**src/rtl/mpa_pkg.sv**
```systemverilog
// Shared types and constants of the 1D max pooling block with argmax.
// Used by every module under rtl; depends on nothing else.
`timescale 1ns / 1ps
`default_nettype none

package mpa_pkg;

	// configuration register file
	localparam int CFG_ADDR_W = 2;
	localparam int CFG_DATA_W = 11;
	localparam int CH_REG_W   = 7;
	localparam int KERN_REG_W = 7;
	localparam int ROW_REG_W  = 11;

	typedef enum logic [CFG_ADDR_W-1:0] {
		CFG_CHANNEL_COUNT = 2'd0,
		CFG_KERNEL_SIZE   = 2'd1,
		CFG_ROW_COUNT     = 2'd2
	} cfg_idx_t;

	localparam logic [CH_REG_W-1:0]   CH_RESET   = 7'd1;
	localparam logic [KERN_REG_W-1:0] KERN_RESET = 7'd2;
	localparam logic [ROW_REG_W-1:0]  ROW_RESET  = 11'd2;

	// window geometry
	localparam int KERNEL_MAX = 64;
	localparam int RIW_W      = 6;
	localparam int INDEX_W    = 16;

	// default parameter values
	localparam int DEF_MAX_CHANNELS = 64;
	localparam int DEF_MAX_ROWS     = 1024;
	localparam int DEF_SAMPLE_BITS  = 16;

	// decoupling queue
	localparam int QUEUE_DEPTH = 4;

	// classification of one word, handed from front to back
	typedef struct packed {
		logic first;      // first row of its window: restart the running maximum
		logic window_end; // last row of its window: emit a result
		logic frame_last; // last sample of the frame
	} pool_ctl_t;

endpackage

`default_nettype wire

```
**src/rtl/max_pool_1d_argmax_top.sv**
```systemverilog
// 1D max pooling with argmax: throughput one input word per clock while m_axis keeps up.
// The running-maximum memory is read and written once a cycle.
// A window-closing word passes the queue entry, the stage-1 registers and the output register
// before it shows on m_axis, and waits there while m_axis stalls.
// Reset (arst_n low, asynchronous): counters and queue empty, registers 1 / 2 / 2.
// The maximum memory has no reset; each window overwrites an entry with its first row.
`timescale 1ns / 1ps
`default_nettype none

module max_pool_1d_argmax_top
	import mpa_pkg::*;
#(
	parameter int MAX_CHANNELS = DEF_MAX_CHANNELS,
	parameter int MAX_ROWS     = DEF_MAX_ROWS,
	parameter int SAMPLE_BITS  = DEF_SAMPLE_BITS,
	localparam int CH_W        = (MAX_CHANNELS > 1) ? $clog2(MAX_CHANNELS) : 1,
	localparam int RW_W        = (MAX_ROWS > 1) ? $clog2(MAX_ROWS) : 1,
	localparam int IN_W        = ((SAMPLE_BITS + 7) / 8) * 8,
	localparam int OUT_BITS    = SAMPLE_BITS + INDEX_W + CH_W + RW_W,
	localparam int OUT_W       = ((OUT_BITS + 7) / 8) * 8
) (
	input  wire logic                  clk,
	input  wire logic                  arst_n,
	// configuration write port
	input  wire logic                  cfg_we,
	input  wire logic [CFG_ADDR_W-1:0] cfg_addr,
	input  wire logic [CFG_DATA_W-1:0] cfg_wdata,
	// input stream
	input  wire logic                  s_axis_tvalid,
	output logic                       s_axis_tready,
	input  wire logic [IN_W-1:0]       s_axis_tdata,  // sample
	// result stream
	output logic                       m_axis_tvalid,
	input  wire logic                  m_axis_tready,
	output logic [OUT_W-1:0]           m_axis_tdata,  // max_value, max_index, channel_id, window_id
	output logic                       m_axis_tlast   // frame_last
);

	localparam int Q_W = $bits(pool_ctl_t) + SAMPLE_BITS + CH_W + RW_W + INDEX_W;

	// front to queue
	logic                   push_valid, push_ready;
	pool_ctl_t              push_ctl;
	logic [SAMPLE_BITS-1:0] push_sample;
	logic [CH_W-1:0]        push_ch;
	logic [RW_W-1:0]        push_win;
	logic [INDEX_W-1:0]     push_flat;

	// queue to back
	logic                   pop_valid, pop_ready;
	logic [Q_W-1:0]         pop_data;
	pool_ctl_t              pop_ctl;
	logic [SAMPLE_BITS-1:0] pop_sample;
	logic [CH_W-1:0]        pop_ch;
	logic [RW_W-1:0]        pop_win;
	logic [INDEX_W-1:0]     pop_flat;

	// back to ports
	logic [SAMPLE_BITS-1:0] out_value;
	logic [INDEX_W-1:0]     out_index;
	logic [CH_W-1:0]        out_ch;
	logic [RW_W-1:0]        out_win;

	// Front: keep the registers and position counters, tag every word with its
	// channel, window, flat index and window/frame flags.
	mpa_front #(
		.MAX_CHANNELS (MAX_CHANNELS),
		.MAX_ROWS     (MAX_ROWS),
		.SAMPLE_BITS  (SAMPLE_BITS),
		.CH_W         (CH_W),
		.RW_W         (RW_W)
	) u_front (
		.clk         (clk),
		.arst_n      (arst_n),
		.cfg_we      (cfg_we),
		.cfg_addr    (cfg_addr),
		.cfg_wdata   (cfg_wdata),
		.in_valid    (s_axis_tvalid),
		.in_ready    (s_axis_tready),
		.in_sample   (s_axis_tdata[SAMPLE_BITS-1:0]),
		.push_valid  (push_valid),
		.push_ready  (push_ready),
		.push_ctl    (push_ctl),
		.push_sample (push_sample),
		.push_ch     (push_ch),
		.push_win    (push_win),
		.push_flat   (push_flat)
	);

	// Queue: hold tagged words while the result side stalls, so the front keeps
	// taking input until it fills.
	mpa_queue #(
		.WIDTH (Q_W)
	) u_queue (
		.clk        (clk),
		.arst_n     (arst_n),
		.push_valid (push_valid),
		.push_ready (push_ready),
		.push_data  ({push_ctl, push_sample, push_ch, push_win, push_flat}),
		.pop_valid  (pop_valid),
		.pop_ready  (pop_ready),
		.pop_data   (pop_data)
	);

	assign {pop_ctl, pop_sample, pop_ch, pop_win, pop_flat} = pop_data;

	// Back: read the channel's running maximum, compare, write it back and
	// drive the result register. A write to the same channel in the cycle of the
	// read is forwarded, so one channel may repeat every cycle.
	mpa_back #(
		.MAX_CHANNELS (MAX_CHANNELS),
		.SAMPLE_BITS  (SAMPLE_BITS),
		.CH_W         (CH_W),
		.RW_W         (RW_W)
	) u_back (
		.clk        (clk),
		.arst_n     (arst_n),
		.pop_valid  (pop_valid),
		.pop_ready  (pop_ready),
		.pop_ctl    (pop_ctl),
		.pop_sample (pop_sample),
		.pop_ch     (pop_ch),
		.pop_win    (pop_win),
		.pop_flat   (pop_flat),
		.out_valid  (m_axis_tvalid),
		.out_ready  (m_axis_tready),
		.out_value  (out_value),
		.out_index  (out_index),
		.out_ch     (out_ch),
		.out_win    (out_win),
		.out_last   (m_axis_tlast)
	);

	// pack the result word, first field lowest, zero fill to whole bytes
	assign m_axis_tdata = OUT_W'({out_win, out_ch, out_index, out_value});

endmodule

`default_nettype wire

```
**src/rtl/mpa_front.sv**
```systemverilog
// Front end: configuration registers, position counters and classification.
// Depends on mpa_pkg.
`timescale 1ns / 1ps
`default_nettype none

module mpa_front
	import mpa_pkg::*;
#(
	parameter int MAX_CHANNELS = DEF_MAX_CHANNELS,
	parameter int MAX_ROWS     = DEF_MAX_ROWS,
	parameter int SAMPLE_BITS  = DEF_SAMPLE_BITS,
	parameter int CH_W         = (MAX_CHANNELS > 1) ? $clog2(MAX_CHANNELS) : 1,
	parameter int RW_W         = (MAX_ROWS > 1) ? $clog2(MAX_ROWS) : 1
) (
	input  wire logic                   clk,
	input  wire logic                   arst_n,
	input  wire logic                   cfg_we,
	input  wire logic [CFG_ADDR_W-1:0]  cfg_addr,
	input  wire logic [CFG_DATA_W-1:0]  cfg_wdata,
	input  wire logic                   in_valid,
	output logic                        in_ready,
	input  wire logic [SAMPLE_BITS-1:0] in_sample,
	output logic                        push_valid,
	input  wire logic                   push_ready,
	output pool_ctl_t                   push_ctl,
	output logic [SAMPLE_BITS-1:0]      push_sample,
	output logic [CH_W-1:0]             push_ch,
	output logic [RW_W-1:0]             push_win,
	output logic [INDEX_W-1:0]          push_flat
);

	localparam int CH_CMP_W  = (CH_W + 1 > CH_REG_W) ? CH_W + 1 : CH_REG_W;
	localparam int ROW_CMP_W = (RW_W + 1 > ROW_REG_W) ? RW_W + 1 : ROW_REG_W;

	logic [CH_REG_W-1:0]   ch_reg_q;
	logic [KERN_REG_W-1:0] kern_reg_q;
	logic [ROW_REG_W-1:0]  row_reg_q;

	logic [CH_W-1:0]    ch_pos_q;
	logic [RW_W-1:0]    row_pos_q;
	logic [RIW_W-1:0]   riw_q;
	logic [RW_W-1:0]    win_pos_q;
	logic [INDEX_W-1:0] flat_pos_q;

	logic [CH_CMP_W-1:0]   ch_lim;
	logic [ROW_CMP_W-1:0]  row_lim;
	logic [KERN_REG_W-1:0] kern_lim;
	logic last_chan, last_row, last_in_win, accept;

	always_ff @(posedge clk or negedge arst_n) begin
		if (!arst_n) begin
			ch_reg_q   <= CH_RESET;
			kern_reg_q <= KERN_RESET;
			row_reg_q  <= ROW_RESET;
		end else if (cfg_we) begin
			case (cfg_idx_t'(cfg_addr))
				CFG_CHANNEL_COUNT: ch_reg_q   <= cfg_wdata[CH_REG_W-1:0];
				CFG_KERNEL_SIZE:   kern_reg_q <= cfg_wdata[KERN_REG_W-1:0];
				CFG_ROW_COUNT:     row_reg_q  <= cfg_wdata[ROW_REG_W-1:0];
				default: ;
			endcase
		end
	end

	// saturate the limits into their meaningful ranges
	always_comb begin
		if (ch_reg_q == '0)
			ch_lim = CH_CMP_W'(1);
		else if (CH_CMP_W'(ch_reg_q) > CH_CMP_W'(MAX_CHANNELS))
			ch_lim = CH_CMP_W'(MAX_CHANNELS);
		else
			ch_lim = CH_CMP_W'(ch_reg_q);

		if (row_reg_q == '0)
			row_lim = ROW_CMP_W'(1);
		else if (ROW_CMP_W'(row_reg_q) > ROW_CMP_W'(MAX_ROWS))
			row_lim = ROW_CMP_W'(MAX_ROWS);
		else
			row_lim = ROW_CMP_W'(row_reg_q);

		if (kern_reg_q == '0)
			kern_lim = KERN_REG_W'(1);
		else if (kern_reg_q > KERN_REG_W'(KERNEL_MAX))
			kern_lim = KERN_REG_W'(KERNEL_MAX);
		else
			kern_lim = kern_reg_q;
	end

	assign last_chan   = (CH_CMP_W'(ch_pos_q) + CH_CMP_W'(1)) >= ch_lim;
	assign last_row    = (ROW_CMP_W'(row_pos_q) + ROW_CMP_W'(1)) >= row_lim;
	assign last_in_win = (KERN_REG_W'(riw_q) + KERN_REG_W'(1)) >= kern_lim;

	assign in_ready   = push_ready;
	assign push_valid = in_valid;
	assign accept     = in_valid && push_ready;

	assign push_sample         = in_sample;
	assign push_ch             = ch_pos_q;
	assign push_win            = win_pos_q;
	assign push_flat           = flat_pos_q;
	assign push_ctl.first      = (riw_q == '0);
	assign push_ctl.window_end = last_in_win || last_row;
	assign push_ctl.frame_last = last_row && last_chan;

	always_ff @(posedge clk or negedge arst_n) begin
		if (!arst_n) begin
			ch_pos_q   <= '0;
			row_pos_q  <= '0;
			riw_q      <= '0;
			win_pos_q  <= '0;
			flat_pos_q <= '0;
		end else if (accept) begin
			if (!last_chan) begin
				ch_pos_q   <= ch_pos_q + CH_W'(1);
				flat_pos_q <= flat_pos_q + INDEX_W'(1);
			end else if (last_row) begin
				// end of frame: restart every counter
				ch_pos_q   <= '0;
				row_pos_q  <= '0;
				riw_q      <= '0;
				win_pos_q  <= '0;
				flat_pos_q <= '0;
			end else begin
				ch_pos_q   <= '0;
				row_pos_q  <= row_pos_q + RW_W'(1);
				flat_pos_q <= flat_pos_q + INDEX_W'(1);
				if (last_in_win) begin
					riw_q     <= '0;
					win_pos_q <= win_pos_q + RW_W'(1);
				end else begin
					riw_q <= riw_q + RIW_W'(1);
				end
			end
		end
	end

endmodule

`default_nettype wire

```
**src/rtl/mpa_queue.sv**
```systemverilog
// Short first-in first-out queue that decouples front and back.
// Depends on mpa_pkg for its depth.
`timescale 1ns / 1ps
`default_nettype none

module mpa_queue
	import mpa_pkg::*;
#(
	parameter int WIDTH = 8
) (
	input  wire logic             clk,
	input  wire logic             arst_n,
	input  wire logic             push_valid,
	output logic                  push_ready,
	input  wire logic [WIDTH-1:0] push_data,
	output logic                  pop_valid,
	input  wire logic             pop_ready,
	output logic [WIDTH-1:0]      pop_data
);

	localparam int PTR_W = $clog2(QUEUE_DEPTH);
	localparam int CNT_W = $clog2(QUEUE_DEPTH + 1);

	logic [WIDTH-1:0] entry_q [QUEUE_DEPTH];
	logic [PTR_W-1:0] wr_ptr_q, rd_ptr_q;
	logic [CNT_W-1:0] count_q;
	logic push, pop;

	assign push_ready = (count_q != CNT_W'(QUEUE_DEPTH));
	assign pop_valid  = (count_q != '0);
	assign pop_data   = entry_q[rd_ptr_q];
	assign push       = push_valid && push_ready;
	assign pop        = pop_valid && pop_ready;

	always_ff @(posedge clk) begin
		if (push)
			entry_q[wr_ptr_q] <= push_data;
	end

	always_ff @(posedge clk or negedge arst_n) begin
		if (!arst_n) begin
			wr_ptr_q <= '0;
			rd_ptr_q <= '0;
			count_q  <= '0;
		end else begin
			if (push)
				wr_ptr_q <= (wr_ptr_q == PTR_W'(QUEUE_DEPTH - 1)) ? '0 : wr_ptr_q + PTR_W'(1);
			if (pop)
				rd_ptr_q <= (rd_ptr_q == PTR_W'(QUEUE_DEPTH - 1)) ? '0 : rd_ptr_q + PTR_W'(1);
			case ({push, pop})
				2'b10:   count_q <= count_q + CNT_W'(1);
				2'b01:   count_q <= count_q - CNT_W'(1);
				default: count_q <= count_q;
			endcase
		end
	end

endmodule

`default_nettype wire

```
**src/rtl/mpa_back.sv**
```systemverilog
// Back end: per-channel running maximum memory, compare stage and output register.
// Depends on mpa_pkg.
`timescale 1ns / 1ps
`default_nettype none

module mpa_back
	import mpa_pkg::*;
#(
	parameter int MAX_CHANNELS = DEF_MAX_CHANNELS,
	parameter int SAMPLE_BITS  = DEF_SAMPLE_BITS,
	parameter int CH_W         = (MAX_CHANNELS > 1) ? $clog2(MAX_CHANNELS) : 1,
	parameter int RW_W         = 10
) (
	input  wire logic                   clk,
	input  wire logic                   arst_n,
	input  wire logic                   pop_valid,
	output logic                        pop_ready,
	input  wire pool_ctl_t              pop_ctl,
	input  wire logic [SAMPLE_BITS-1:0] pop_sample,
	input  wire logic [CH_W-1:0]        pop_ch,
	input  wire logic [RW_W-1:0]        pop_win,
	input  wire logic [INDEX_W-1:0]     pop_flat,
	output logic                        out_valid,
	input  wire logic                   out_ready,
	output logic [SAMPLE_BITS-1:0]      out_value,
	output logic [INDEX_W-1:0]          out_index,
	output logic [CH_W-1:0]             out_ch,
	output logic [RW_W-1:0]             out_win,
	output logic                        out_last
);

	localparam int ENT_W = SAMPLE_BITS + INDEX_W;

	logic [ENT_W-1:0] best_mem [MAX_CHANNELS];
	logic [ENT_W-1:0] mem_rd_q;

	logic                   valid_s1;
	pool_ctl_t              ctl_s1;
	logic [SAMPLE_BITS-1:0] sample_s1;
	logic [CH_W-1:0]        ch_s1;
	logic [RW_W-1:0]        win_s1;
	logic [INDEX_W-1:0]     flat_s1;
	logic                   byp_s1;
	logic [SAMPLE_BITS-1:0] byp_val_s1;
	logic [INDEX_W-1:0]     byp_idx_s1;

	logic                   out_valid_q;
	logic [SAMPLE_BITS-1:0] out_value_q;
	logic [INDEX_W-1:0]     out_index_q;
	logic [CH_W-1:0]        out_ch_q;
	logic [RW_W-1:0]        out_win_q;
	logic                   out_last_q;

	logic                   adv, pop, wr_en, take, hit;
	logic [SAMPLE_BITS-1:0] cur_val, new_val;
	logic [INDEX_W-1:0]     cur_idx, new_idx;

	// the whole back end moves when the output register is free or draining
	assign adv       = !out_valid_q || out_ready;
	assign pop_ready = adv;
	assign pop       = pop_valid && adv;
	assign wr_en     = valid_s1 && adv;

	// stored maximum, or the one written as this word was read
	assign cur_val = byp_s1 ? byp_val_s1 : mem_rd_q[ENT_W-1:INDEX_W];
	assign cur_idx = byp_s1 ? byp_idx_s1 : mem_rd_q[INDEX_W-1:0];
	// later sample wins a tie
	assign take    = ctl_s1.first || ($signed(sample_s1) >= $signed(cur_val));
	assign new_val = take ? sample_s1 : cur_val;
	assign new_idx = take ? flat_s1 : cur_idx;
	assign hit     = wr_en && (ch_s1 == pop_ch);

	always_ff @(posedge clk) begin
		if (wr_en)
			best_mem[ch_s1] <= {new_val, new_idx};
		if (pop)
			mem_rd_q <= best_mem[pop_ch];
	end

	always_ff @(posedge clk) begin
		if (pop) begin
			ctl_s1     <= pop_ctl;
			sample_s1  <= pop_sample;
			ch_s1      <= pop_ch;
			win_s1     <= pop_win;
			flat_s1    <= pop_flat;
			byp_s1     <= hit;
			byp_val_s1 <= new_val;
			byp_idx_s1 <= new_idx;
		end
		if (adv) begin
			out_value_q <= new_val;
			out_index_q <= new_idx;
			out_ch_q    <= ch_s1;
			out_win_q   <= win_s1;
			out_last_q  <= ctl_s1.frame_last;
		end
	end

	always_ff @(posedge clk or negedge arst_n) begin
		if (!arst_n) begin
			valid_s1    <= 1'b0;
			out_valid_q <= 1'b0;
		end else if (adv) begin
			valid_s1    <= pop_valid;
			out_valid_q <= valid_s1 && ctl_s1.window_end;
		end
	end

	assign out_valid = out_valid_q;
	assign out_value = out_value_q;
	assign out_index = out_index_q;
	assign out_ch    = out_ch_q;
	assign out_win   = out_win_q;
	assign out_last  = out_last_q;

endmodule

`default_nettype wire

```
**config.mk**
```make
export PLATFORM = sky130hd
export DESIGN_NAME = max_pool_1d_argmax_top
export DESIGN_NICKNAME = d
export VERILOG_FILES = /design/src/rtl/mpa_pkg.sv /design/src/rtl/max_pool_1d_argmax_top.sv /design/src/rtl/mpa_front.sv /design/src/rtl/mpa_queue.sv /design/src/rtl/mpa_back.sv
export SDC_FILE = /design/constraint.sdc
export NUM_CORES = 2
export LEC_CHECK = 0
export ABC_AREA = 0
export BUFFER_PORTS_ARGS = -buffer_cell sky130_fd_sc_hd__buf_2
export CAP_MARGIN = 5
export CORE_ASPECT_RATIO = 0.8
export CORE_MARGIN = 4
export CORE_UTILIZATION = 33
export CTS_BUF_LIST = sky130_fd_sc_hd__clkbuf_8 sky130_fd_sc_hd__clkbuf_16
export DETAILED_ROUTE_END_ITERATION = 7
export HOLD_SLACK_MARGIN = 0.03
export MAX_ROUTING_LAYER = met4
export PLACE_DENSITY = 0.46
export SETUP_SLACK_MARGIN = 0.4
export SLEW_MARGIN = 25
export SYNTH_ARGS = -nofsm -noshare
export SYNTH_HDL_FRONTEND = slang
export SYNTH_SLANG_ARGS = --single-unit
```
**constraint.sdc**
```tcl
create_clock -name clk -period 8.35 [get_ports clk]
set_input_delay 0.4175 -clock clk [delete_from_list [all_inputs] [get_ports clk]]
set_output_delay 0.4175 -clock clk [all_outputs]
set_load 0.05 [all_outputs]
```
==> impl_metrics.yaml <==
critical_path:
  timing.rr.start: "u_queue.rd_ptr_q[0]"
  worst_r2r_endpoint: "u_back.mem_rd_q[19]"
  cp_data_arrival_time_ns: 5.93
  reg2reg_depth: 9
  end_kind: "flip-flop"
  r2r_setup_slack_ns: 2.84
  cp_data_required_time_ns: 8.76
  cp_max_fo: 102
  start_kind: "flip-flop"
  critPathKind: "flip-flop to flip-flop"
clocking:
  htreeDepth: 4
  clkSinkCount: 2499
  cts_made_buffers: 244
  clkLatencyLatePin_ns: 0.91
  path_clk_slew_ns: 0.06
  cts_buffer_depth: 4
  cts-root-buf: "clkbuf_16"
  cts_tree: "done"
  postCtsResizedCells: 0
sta:
  max_slew_margin: 0.274
  worstMarginPinSlew_ns: 1.09
  finalCritPeriodShare: 0.660
  hold_ws_ns: 0.146
  tns_ns: 0
  slew_viol_final: 0
  min_period_ns: 5.51
  rsz0062_at_grt: "false"
  hold_viol_final: 0
  setup_viol: 0
  fmax_ghz: 0.181
  skew_ns: 0.0630
global_route:
  first_global_vias: 55421
  grt_max_degree: 144
  antenna_found_initial: 18
  grt_pass1_wl_um: 433000
  grt_usage: 0.201
  grt_overflow: 0
placed_design:
  dp.final_hpwl_um: 170000
  place_congestion: 0.790
  io_buffers: 84
finish:
  fill_cells: 27640
  final_layout_size_suffix_gt1_frac: 0.128
  multi_input_area_um2: 22700
  nNetsFinal: 6551
  areaGrowthSynthToFinish_pct: 13.7
  ff_latch_area_um2: 74600
  finish.utilization: 0.377
synthesis:
  yosysSeqAreaShare: 0.756
  synth-edff-count: 2417
  synthesis.area_um2: 98700
  synth-seq-cells: 2499
  async_reset_ff_frac: 0.0328
  yosysWarnings: 0
  syn_nets: 6411
  ys_types: 67
  netlist_instances: 6323
  synth_area_per_cell_um2: 15.6
  synth_top_flop_cell: "edfxtp_1"
hold_path:
  hold_end: "u_back.out_index[1]"
  min_path_type: "input port to flip-flop"
  hold_depth: 2
  min_from: "m_axis_tready"
route:
  ant_nets: 0
  wire_per_inst_um: 29.0
  drc_errors: 0
  drt_iter0_drc: 6602
  vias: 57588
  drtPass1Iterations: 6
  avgViaCountPerCell: 5.41
  wirelength_um: 309000
power_and_ir_drop:
  power.density_nw_per_um2: 450
  switchingPower_mw: 20.7
  leakage_nw: 36.9
  p_seq_frac: 0.390
  finalPower_mw: 50.5
  ir_worst_vdd_mv: 0.436
  combPwrFrac: 0.399
  p_int_mw: 29.8
  p_sw_frac: 0.410
  p_clk_frac: 0.210
floorplan:
  io_pins: 85
  die_h_um: 497
  placementRows: 179
  die-area_um2: 308000
  start_util: 0.332
  die_w_um: 620
  core-area_um2: 298000
run:
  maxCapViolCount: 0
outcome:
  status: "complete, no violations"
repair_timing:
item | in CTS | in global routing
hold buffers | 32 | 0
buffers inserted | 0 | 0
hold endpoints to repair | 151 | 0
Yosys cell counts (all sizes together), types with 21 or more instances:
cell type  instances  area, µm²
o21ai             71        355
nand4             32        200
clkbuf           166        626
inv               34        128
edfxtp          2417      72600
nor2             124        465
xnor2             21        184
a21oi            111        556
mux2i            244       2440
mux4              67       1510
o221ai           108        946
nor4              76        475
a31oi             21        131
ha                53        663
nand3            111        556
mux2              80        901
dfrtp             79       1980
and3             126        788
nand2           1219       4580
a311oi           295       2580
nor2b            199       1240
a211oi           200       1500
buf              240       1580
o22ai             37        231
state kept, by name, summed over array words and instances (netlist names), 11 cells and up:
| name | count |
|---|---|
| u_queue.entry_q | 204 |
| u_back.best_mem | 2048 |
| u_front.push_flat | 16 |
| u_back.sample_s1 | 16 |
| u_back.byp_val_s1 | 16 |
| u_back.out_value | 16 |
| u_front.row_reg_q | 11 |
| u_back.out_index | 16 |
| u_back.flat_s1 | 16 |
| u_back.mem_rd_q | 32 |
| u_back.byp_idx_s1 | 16 |
power groups by stage:
stage                     clock network [mW]  logic [mW]  registers [mW]
after floorplan                            0        11.2            20.2
after global placement                     0        20.1            20.0
after detailed placement                   0        20.3            20.0
after CTS                               10.9        20.4            19.7
after global routing                    11.4        21.6            19.8
final                                   10.6        20.2            19.7
cells by family after synthesis:
logic type	after synthesis	synth area share
AOI/OAI and AO/OA	943	0.0725
xor gates and xnor gates	39	0.00346
adders and majority gates	54	0.00692
buffers and inverters	442	0.0237
DFF	2499	0.756
muxes	391	0.0491
and+or+nand+nor	1955	0.0884
placed cells by master, fill, tap and decap left out, types with 18 or more instances in the layout:
master / synthesis / routed
a211oi_1: 200 / 200
a21oi_1: 111 / 111
a311oi_1: 295 / 292
a31oi_1: 21 / 21
and3_1: 126 / 126
buf_2: 119 / 84
buf_4: 80 / 169
bufinv_16: 0 / 18
clkbuf_16: 0 / 247
clkinv_1: 2 / 73
clkinv_2: 0 / 30
dfrtp_1: 79 / 77
dlygate4sd3_1: 0 / 31
edfxtp_1: 2417 / 2417
ha_1: 53 / 53
inv_1: 32 / 90
mux2_2: 80 / 72
mux2i_1: 244 / 228
mux4_2: 67 / 67
nand2_1: 1218 / 1213
nand3_1: 111 / 111
nand4_1: 32 / 32
nor2_1: 124 / 59
nor2_4: 0 / 65
nor2b_1: 199 / 198
nor4_1: 76 / 67
o21ai_0: 71 / 70
o221ai_1: 108 / 108
o22ai_1: 37 / 37
xnor2_1: 21 / 21
xor2_1: 18 / 18
final cells by class:
type / count / area share
sequential: 2499 / 0.665
multi-input combinational: 3382 / 0.202
clock buffer: 251 / 0.0555
tap: 3982 / 0.0444
timing repair buffer: 300 / 0.0206
clock inverter: 187 / 0.0114
inverter: 36 / 0.00138
antenna: 10 / 0.000223
per-stage QoR:
step                      setup slack [ns]  instance area [µm²]  instances
after floorplan                       1.72                98700       6323
after global placement                2.79               104000      10166
after detailed placement              2.82               104000      10166
after CTS                             2.83               112000      10636
after global routing                  2.68               112000      10643
final                                 2.84               112000      10647
metal layers:
layer,track usage,vias to the layer above,part of all wire
met5,-,-,0
met4,0.0519,0,0.026
met3,0.0334,428,0.068
met2,0.292,2022,0.44
met1,0.293,30291,0.46
li1,-,24847,-
worst max path at each step:
stage | startpoint | to | slack, ns | cells past startpoint
after detailed placement | u_queue.rd_ptr_q[0] | u_back.mem_rd_q[19] | 2.82 | 9
after global placement | u_queue.rd_ptr_q[0] | u_back.mem_rd_q[19] | 2.79 | 9
after CTS | u_queue.rd_ptr_q[0] | u_back.mem_rd_q[19] | 2.83 | 9
after global routing | u_queue.rd_ptr_q[0] | u_back.mem_rd_q[19] | 2.68 | 9
after floorplan | u_back.out_valid | u_queue.count_q[2] | 1.72 | 9
final | u_queue.rd_ptr_q[0] | u_back.mem_rd_q[19] | 2.84 | 9
critical path, stage by stage (launching register included):
cell and delay [ns]:
dfrtp_4 0.68, mux2_8 0.57, inv_8 0.66, buf_4 0.65
nor2b_1 0.10, a211oi_1 0.24, a311oi_1 0.08, nor4_1 0.89
o221a_2 0.41, nand4_1 0.55
Note: power is estimated with default switching activity, not from simulation.
